## src/sv/grb_pkg.sv

```systemverilog
package grb_pkg;

	typedef logic [31:0] word_t;

	localparam int FSEL_WORDS = 4;
	localparam int PINS_PER_FSEL = 10;
	localparam int PINS_PER_PULL = 16;

	localparam logic [5:0] ADDR_SET = 6'd7;
	localparam logic [5:0] ADDR_CLR = 6'd10;
	localparam logic [5:0] ADDR_LEV = 6'd13;
	localparam logic [5:0] ADDR_PULL = 6'd57;

	localparam logic OP_READ = 1'b0;
	localparam logic OP_WRITE = 1'b1;

	localparam logic [2:0] FSEL_OUTPUT = 3'd1;
	localparam logic [1:0] PULL_UP_CODE = 2'd1;
	localparam logic [1:0] PULL_DOWN_CODE = 2'd2;

	// one bus access as held in the input register
	typedef struct packed {
		logic       op;
		logic [5:0] word_addr;
		word_t      write_data;
		word_t      pad_levels;
	} grb_access_t;

	// read data and pin controls after the access
	typedef struct packed {
		word_t read_data;
		word_t drive_enable;
		word_t drive_value;
		word_t pull_up;
		word_t pull_down;
	} grb_result_t;

endpackage

```

## src/sv/grb_regfile.sv

```systemverilog
module grb_regfile #(
	parameter int PIN_COUNT = 32
) (
	input  logic                clk,
	input  logic                arst_n,
	input  logic                upd,
	input  grb_pkg::grb_access_t acc,
	output grb_pkg::grb_result_t res
);
	import grb_pkg::*;

	logic [2:0]           fsel_q [PIN_COUNT];
	logic [1:0]           pull_q [PIN_COUNT];
	logic [PIN_COUNT-1:0] latch_q;

	logic [2:0]           fsel_d [PIN_COUNT];
	logic [1:0]           pull_d [PIN_COUNT];
	logic [PIN_COUNT-1:0] latch_d;
	logic                 wr;

	assign wr = (acc.op == OP_WRITE);

	always_comb begin
		latch_d = latch_q;
		if (wr && acc.word_addr == ADDR_SET)
			latch_d = latch_q | acc.write_data[PIN_COUNT-1:0];
		else if (wr && acc.word_addr == ADDR_CLR)
			latch_d = latch_q & ~acc.write_data[PIN_COUNT-1:0];
		for (int p = 0; p < PIN_COUNT; p++) begin
			fsel_d[p] = fsel_q[p];
			pull_d[p] = pull_q[p];
			if (wr && acc.word_addr == 6'(p / PINS_PER_FSEL))
				fsel_d[p] = acc.write_data[3*(p % PINS_PER_FSEL) +: 3];
			if (wr && acc.word_addr == ADDR_PULL + 6'(p / PINS_PER_PULL))
				pull_d[p] = acc.write_data[2*(p % PINS_PER_PULL) +: 2];
		end
	end

	// read data from the state before the access, controls from the state after
	always_comb begin
		res = '0;
		for (int p = 0; p < PIN_COUNT; p++) begin
			if (acc.word_addr == 6'(p / PINS_PER_FSEL))
				res.read_data[3*(p % PINS_PER_FSEL) +: 3] = fsel_q[p];
			if (acc.word_addr == ADDR_PULL + 6'(p / PINS_PER_PULL))
				res.read_data[2*(p % PINS_PER_PULL) +: 2] = pull_q[p];
			if (acc.word_addr == ADDR_LEV)
				res.read_data[p] = acc.pad_levels[p];
			res.drive_enable[p] = (fsel_d[p] == FSEL_OUTPUT);
			res.pull_up[p] = (pull_d[p] == PULL_UP_CODE);
			res.pull_down[p] = (pull_d[p] == PULL_DOWN_CODE);
		end
		if (wr)
			res.read_data = '0;
		res.drive_value[PIN_COUNT-1:0] = latch_d;
	end

	always_ff @(posedge clk or negedge arst_n) begin
		if (!arst_n) begin
			latch_q <= '0;
			for (int p = 0; p < PIN_COUNT; p++) begin
				fsel_q[p] <= '0;
				pull_q[p] <= '0;
			end
		end else if (upd) begin
			latch_q <= latch_d;
			for (int p = 0; p < PIN_COUNT; p++) begin
				fsel_q[p] <= fsel_d[p];
				pull_q[p] <= pull_d[p];
			end
		end
	end

endmodule

```

## src/sv/gpio_register_block.sv

```systemverilog
// channel | handshake            | payload
// in      | in_valid / in_stall  | op, word_addr, write_data, pad_levels
// out     | out_valid / out_stall| read_data, drive_enable, drive_value, pull_up, pull_down
//
// an access passes through the input register and then the result register,
// one access per cycle sustained while out_stall is low; the access is applied
// to the register state as it moves from the input register to the result register
// reset puts every pin in input mode with no pull and clears the latch
// the input stalls only when both registers are full and the result is stalled;
// an empty input register takes a transfer even while the result is stalled
module gpio_register_block #(
	parameter int PIN_COUNT = 32
) (
	input  logic        clk,
	input  logic        arst_n,
	input  logic        in_valid,
	output logic        in_stall,
	input  logic        op,
	input  logic [5:0]  word_addr,
	input  logic [31:0] write_data,
	input  logic [31:0] pad_levels,
	output logic        out_valid,
	input  logic        out_stall,
	output logic [31:0] read_data,
	output logic [31:0] drive_enable,
	output logic [31:0] drive_value,
	output logic [31:0] pull_up,
	output logic [31:0] pull_down
);
	import grb_pkg::*;

	grb_access_t acc_s1;
	logic        valid_s1;
	grb_result_t res;
	grb_result_t res_s2;
	logic        valid_s2;
	logic        advance;

	assign advance = valid_s1 && (!valid_s2 || !out_stall);
	assign in_stall = valid_s1 && !advance;

	always_ff @(posedge clk or negedge arst_n) begin
		if (!arst_n) begin
			valid_s1 <= 1'b0;
			valid_s2 <= 1'b0;
		end else begin
			if (!in_stall)
				valid_s1 <= in_valid;
			if (advance)
				valid_s2 <= 1'b1;
			else if (!out_stall)
				valid_s2 <= 1'b0;
		end
	end

	always_ff @(posedge clk) begin
		if (in_valid && !in_stall)
			acc_s1 <= '{op: op, word_addr: word_addr, write_data: write_data,
				pad_levels: pad_levels};
		if (advance)
			res_s2 <= res;
	end

	grb_regfile #(
		.PIN_COUNT(PIN_COUNT)
	) u_regfile (
		.clk    (clk),
		.arst_n (arst_n),
		.upd    (advance),
		.acc    (acc_s1),
		.res    (res)
	);

	assign out_valid = valid_s2;
	assign read_data = res_s2.read_data;
	assign drive_enable = res_s2.drive_enable;
	assign drive_value = res_s2.drive_value;
	assign pull_up = res_s2.pull_up;
	assign pull_down = res_s2.pull_down;

	a_no_both_pulls: assert property (@(posedge clk) disable iff (!arst_n)
		out_valid |-> (pull_up & pull_down) == '0)
		else $error("pull up and pull down both set");

	a_advance_fills_out: assert property (@(posedge clk) disable iff (!arst_n)
		advance |=> valid_s2)
		else $error("advanced access did not reach the result register");

	a_stall_cause: assert property (@(posedge clk) disable iff (!arst_n)
		in_stall |-> (valid_s1 && valid_s2 && out_stall))
		else $error("input stalled without a blocked result");

	a_held_result: assert property (@(posedge clk) disable iff (!arst_n)
		(valid_s2 && out_stall) |=> $stable(res_s2))
		else $error("stalled result changed");

endmodule

```

## config.mk

```make
export PLATFORM = sky130hd
export DESIGN_NAME = gpio_register_block
export DESIGN_NICKNAME = d
export VERILOG_FILES = /design/src/sv/grb_pkg.sv /design/src/sv/grb_regfile.sv /design/src/sv/gpio_register_block.sv
export SDC_FILE = /design/constraint.sdc
export NUM_CORES = 1
export LEC_CHECK = 0
export BUFFER_PORTS_ARGS = -buffer_cell sky130_fd_sc_hd__buf_2
export CORE_MARGIN = 8
export CORE_UTILIZATION = 52
export CTS_CLUSTER_DIAMETER = 60
export DETAILED_ROUTE_END_ITERATION = 12
export GPL_ROUTABILITY_DRIVEN = 0
export HOLD_SLACK_MARGIN = 0.15
export PLACE_DENSITY = 0.81
export SLEW_MARGIN = 20
export SYNTH_ARGS = -nofsm -noshare
export SYNTH_HDL_FRONTEND = slang
export SYNTH_HIERARCHICAL = 1
export SYNTH_SLANG_ARGS = --single-unit
```

## constraint.sdc

```tcl
create_clock -name clk -period 16.5 [get_ports clk]
set_clock_uncertainty 0.15 [all_clocks]
set_input_delay 0.825 -clock clk [delete_from_list [all_inputs] [get_ports clk]]
set_output_delay 0.825 -clock clk [all_outputs]
set_load 0.1 [all_outputs]
```

## After elaboration in Yosys (flattened, before gate mapping)

Index checks and enable logic that the tools add are counted.

| storage, ports and cells | value |
|---|---|
| register bits after elaboration | 425 |
| input port bits | 75 |
| output and inout port bits | 162 |
| word-level logic and storage cells | 365 |

| operators by class | value |
|---|---|
| bitwise gates (word level) | 3 |
| mux-type cells | 164 |
| reduce and logical (&&, ||, !) cells | 17 |
| equal/unequal tests | 105 |

Operators with widths:

| cell | count |
|---|---|
| 2-to-1 mux 3 bit | 64 |
| 2-to-1 mux 2 bit | 64 |
| == test 3 x 1 -> 1 bit (second input constant) | 32 |
| == test 2 x 1 -> 1 bit (second input constant) | 32 |
| == test 2 bit (second input constant) | 32 |
| 2-to-1 mux 32 bit | 2 |
| 2-to-1 mux 1 bit | 34 |
| bitwise AND 32 bit | 1 |
| NOT 32 bit | 1 |
| OR 32 bit | 1 |
| == test 6 x 2 -> 1 bit (second input constant) | 2 |
| == test 6 x 4 -> 1 bit (second input constant) | 2 |
| == test 6 bit (second input constant) | 2 |
| logical AND 1 bit | 11 |
| == test 6 x 1 -> 1 bit (second input constant) | 1 |
| == test 6 x 3 -> 1 bit (second input constant) | 1 |
| zero test 6 bit | 1 |
| zero test 1 bit | 4 |
| inequality test 2 x 1 -> 1 bit (second input constant) | 1 |
| logical OR 1 bit | 1 |

## Logic depth before layout (Yosys ltp)

| logic depth | value |
|---|---|
| depth after elaboration | 10 |
| mapped depth | 8 |
| gate-level depth less buffers | 5 |

## Cells and area by module

The synthesis kept the hierarchy.

By module, submodules not included:

| module | sequential area each (sq um) | area each (sq um) | times used | cells an instance |
|---|---|---|---|---|
| grb_regfile | 4804.6 | 11214.5 | 1 | 1126 |
| gpio_register_block | 6986.7 | 7029.2 | 1 | 239 |

## Least setup slack after synthesis

No wires, ideal clock.

| path | value |
|---|---|
| kind | reg-to-reg |
| from | register valid_s2, in the netlist out_valid |
| to | register u_regfile/fsel_q[68] (netlist name) |
| clock period less this slack | 16.685 ns |
| data arrival time | 16.410 ns |
| buffers on the path | 1 |
| library setup time | 0.125 ns |
| data required time | 16.225 ns |
| cell stages (with the launch flop) | 6 |
| path slack | -0.185 ns |
| path through | dfrtp_1 a21boi_0 nand2_1 nor4_4 buf_6 mux2_2 |

| between the ends | value |
|---|---|
| longest elaborated chain between the ends | 3 |

Ends and longest elaborated chain:

| what | line | text |
|---|---|---|
| from (decl) | gpio_register_block.sv:36 | `logic valid_s2;` |
| from (signal assigned) | gpio_register_block.sv:45 | `valid_s2 <= 1'b0;` |
| from (signal assigned) | gpio_register_block.sv:50 | `valid_s2 <= 1'b1;` |
| from (signal assigned) | gpio_register_block.sv:52 | `valid_s2 <= 1'b0;` |
| zero test 1 bit | gpio_register_block.sv:39 | `assign advance = valid_s1 && (!valid_s2 \|\| !out_stall);` |
| logical OR 1 bit | gpio_register_block.sv:39 |  |
| logical AND 1 bit | gpio_register_block.sv:39 |  |
| named net advance | gpio_register_block.sv:37 | `logic advance;` |
| to (signal, indexed assignment) | grb_regfile.sv:68 | `fsel_q[p] <= fsel_d[p];` |
| to (decl) | grb_regfile.sv:12 | `logic [2:0] fsel_q [PIN_COUNT];` |

The timed path passes the listed nets, and every way through them passes these cells.
A chain may end at the register's enable or synchronous reset.

## Worst setup path after layout

| path | value |
|---|---|
| from | register acc_s1[64] (netlist name) |
| to | register u_regfile/pull_q[60] (netlist name) |

| between the ends | value |
|---|---|
| longest elaborated chain between the ends | 3 |

Ends and longest elaborated chain:

| what | line | text |
|---|---|---|
| from (decl) | gpio_register_block.sv:32 | `grb_access_t acc_s1;` |
| from (signal assigned) | gpio_register_block.sv:58 | `acc_s1 <= '{op: op, word_addr: word_addr, write_data: write_data,` |
| == test 6 bit | grb_regfile.sv:34 | `if (wr && acc.word_addr == ADDR_PULL + 6'(p / PINS_PER_PULL))` |
| logical AND 1 bit | grb_regfile.sv:34 |  |
| 2-to-1 mux 2 bit | grb_regfile.sv:34 |  |
| to (signal, indexed assignment) | grb_regfile.sv:69 | `pull_q[p] <= pull_d[p];` |
| to (decl) | grb_regfile.sv:13 | `logic [1:0] pull_q [PIN_COUNT];` |

Every way passes these cells.

==> flow_metrics.env <==
export IMPL_status="complete, no violations"
export IMPL_num_antenna_cells=0
export IMPL_async_flop_share_pct=45.6
export IMPL_synth_cell_types=52
export IMPL_synth_cells_most_frequent="edfxtp_1 (231), dfrtp_1 (194), mux2_2 (148)"
export IMPL_synth_top_cell_area_share_pct=38.0
export IMPL_design_die_area_um2=41300
export IMPL_drv_slew=0
export IMPL_core_area_um2=34500
export IMPL_drc_errors=0
export IMPL_grt_first_pass_wirelength_mm=75.7
export IMPL_cts_inserted_buffers=44
export IMPL_ant_nets=0
export IMPL_yosysWarnings=6
export IMPL_layout_drive_gt1_share_pct=32.0
export IMPL_synth_most_common_cell="edfxtp_1"
export IMPL_antenna_found_initial=3
export IMPL_dr_total_vias=12600
export IMPL_synth_main_ff_cell="edfxtp_1"
export IMPL_die_w_um=203
export IMPL_synth_edff_count=231
export IMPL_totalWireLength_mm=49.5
export IMPL_cts_resized_gates=0
export IMPL_grt_ovfl_total=0
export IMPL_clk_path_buf_depth=3
export IMPL_clkPwrFrac_pct=38.1
export IMPL_rows=68
export IMPL_clock_root_buffer="clkbuf_16"
export IMPL_post_cts_buffers=0
export IMPL_firstDrtPassIters=5
export IMPL_wire_per_inst_um=24.2
export IMPL_period_share_pct=25.5
export IMPL_synth_fp_nets=1440
export IMPL_setup_worst_path_start="acc_s1[64]"
export IMPL_yosysTopAreaCell="edfxtp_1"
export IMPL_htreeDepth=2
export IMPL_cp_num_buf_inv=1
export IMPL_tightest_slew_ns=1.08
export IMPL_hold_buffers=0
export IMPL_cp_slowest_cell="nor4bb_4"
export IMPL_grt_pass1_vias=12700
export IMPL_synth_area_leaders="edfxtp_1 (38%), dfrtp_1 (27%), mux2_2 (9.1%)"
export IMPL_finalHoldViolCount=0
export IMPL_ir_worst_vdd_v=0.000110
export IMPL_ios=237
export IMPL_critPathKind="register to register"
export IMPL_cts_sinks=425
export IMPL_setup_tns_ns=0
export IMPL_p_int_uw=1930
export IMPL_worstSkewPairLatency_ns=0.54
export IMPL_period_needed_ns=4.20
export IMPL_setup_violations=0
export IMPL_synth_seq_area_share_pct=64.6
export IMPL_avgSynthCellArea_um2=13.4
export IMPL_pre_cts_slack_ns=12.37
export IMPL_switching_power_uw=797
export IMPL_cp_cell_sequence="buf_4 > nor4bb_4 > and2_1 > and3_2 > mux2_2"
export IMPL_clk_pin_slew_ns=0.06
export IMPL_switching_share_pct=29.2
export IMPL_path_max_fanout=32
export IMPL_layout_setup_ws_ns=12.30
export IMPL_syn_cell_area_um2=18200
export IMPL_viasPerCell=6.16
export IMPL_max_stage_delay_ns=0.98
export IMPL_netlist_instances=1365
export IMPL_critPathTopFamily="simple AND/OR/NAND/NOR gates"
export IMPL_relSlewSlack_pct=27.8
export IMPL_pwr_share_comb_pct=14.7
export IMPL_dp_hpwl_mm=30.6
export IMPL_drv_cap=0
export IMPL_cts_tree="built"
export IMPL_synth_seq_cells=425
export IMPL_drtIter0Drc=1360
export IMPL_critPathLaunchType="register"
export IMPL_cp_end_kind="register"
export IMPL_seqPwrFrac_pct=47.3
export IMPL_p_leak_uw=0.00878
export IMPL_synthToLayoutAreaGrowth_pct=17.0
export IMPL_arrival_ns=4.48
export IMPL_nets=1629
export IMPL_numPortBuffers=236
export IMPL_grt_max_degree=165
export IMPL_cp_required_ns=16.78
export IMPL_die_h_um=203
export IMPL_r2r_start="acc_s1[64]"
export IMPL_start_util_pct=52.8
export IMPL_grt_setup_unrepaired="false"
export IMPL_grtUsageTotal_pct=23.4
export IMPL_max_freq_mhz=238
export IMPL_p_per_area_nw_per_um2=128
export IMPL_hold_class="primary input to async pin"
## flip-flops by register name (all words and copies together) (netlist names)
signal	count
valid_s1	1
drive_value	32
drive_enable	32
u_regfile/fsel_q	96
pull_down	32
read_data	32
u_regfile/latch_q	32
acc_s1	71
pull_up	32
out_valid	1
u_regfile/pull_q	64
## layer usage
| layer | global-route usage [%] | vias up | share of wire, % |
|---|---|---|---|
| li1 | - | 5568 | - |
| met1 | 31.7 | 6197 | 41 |
| met2 | 36.1 | 697 | 46 |
| met3 | 6.38 | 112 | 10 |
| met4 | 8.34 | 6 | 3.1 |
| met5 | 0 | - | 0.081 |
## worst reg2reg max path, stage by stage (launching register included)
cell	delay, ns
edfxtp_1	0.32
buf_4	0.43
nor4bb_4	0.99
and2_1	0.82
and3_2	0.94
mux2_2	0.44
## kinds of logic after synthesis
kind of cell    synth area share, %
flops                          64.6
simple gates                   10.3
buf+inv                        2.92
compound gates                 11.7
mux                            10.5
## power groups by stage
stage                     Clock [uW]  Sequential (uW)  Combinational, uW
after CTS                       1050             1290                402
final                           1040             1290                400
after global placement             0             1300                394
after global routing            1090             1300                419
after floorplan                    0             1550                115
after detailed placement           0             1310                401
## cell type report
type | instances | area [um^2]
Fill cell | 2632 | 13200
Sequential cell | 425 | 11800
Multi-Input combinational cell | 812 | 6020
Timing Repair Buffer | 257 | 1400
Clock buffer | 51 | 1160
Tap cell | 455 | 569
Clock inverter | 29 | 360
Inverter | 14 | 52.6
## path summary, 6_finish.rpt
path / end / slack (ns) / cells past startpoint
min in group clk: acc_s1[54] / 0.30 / 1
worst max register to register: u_regfile/pull_q[60] / 12.30 / 5
worst min register to register: u_regfile/latch_q[11] / 0.35 / 1
worst min-delay path: u_regfile/latch_q[2] / 0.25 / 1
max in group asynchronous: u_regfile/pull_q[45] / 14.56 / 2
worst max-delay path: u_regfile/pull_q[60] / 12.30 / 5
## stage by stage
step           instances  area, um^2  utilization (%)  total power (uW)  hold slack [ns]
4_1_cts             2041       21300             61.6              2740            0.280
6_report            2043       21400             61.8              2730            0.250
2_1_floorplan       1365       18200                -              1660            0.316
3_3_place_gp        1961       19800             57.2              1700            0.333
3_5_place_dp        1961       19800             57.2              1710            0.332
5_1_grt             2043       21400             61.8              2810            0.284
## layout by cell type (no fill, tap or decap), types with 35 or more instances in the layout
cell and instances:
buf_2 235, nand3b_1 64, a22o_1 64, nand2_1 127
mux2_2 148, nand2b_1 35, dfrtp_1 194, edfxtp_1 231
o21ai_0 90, clkbuf_16 45
Note: power is estimated with default switching activity, not from simulation.
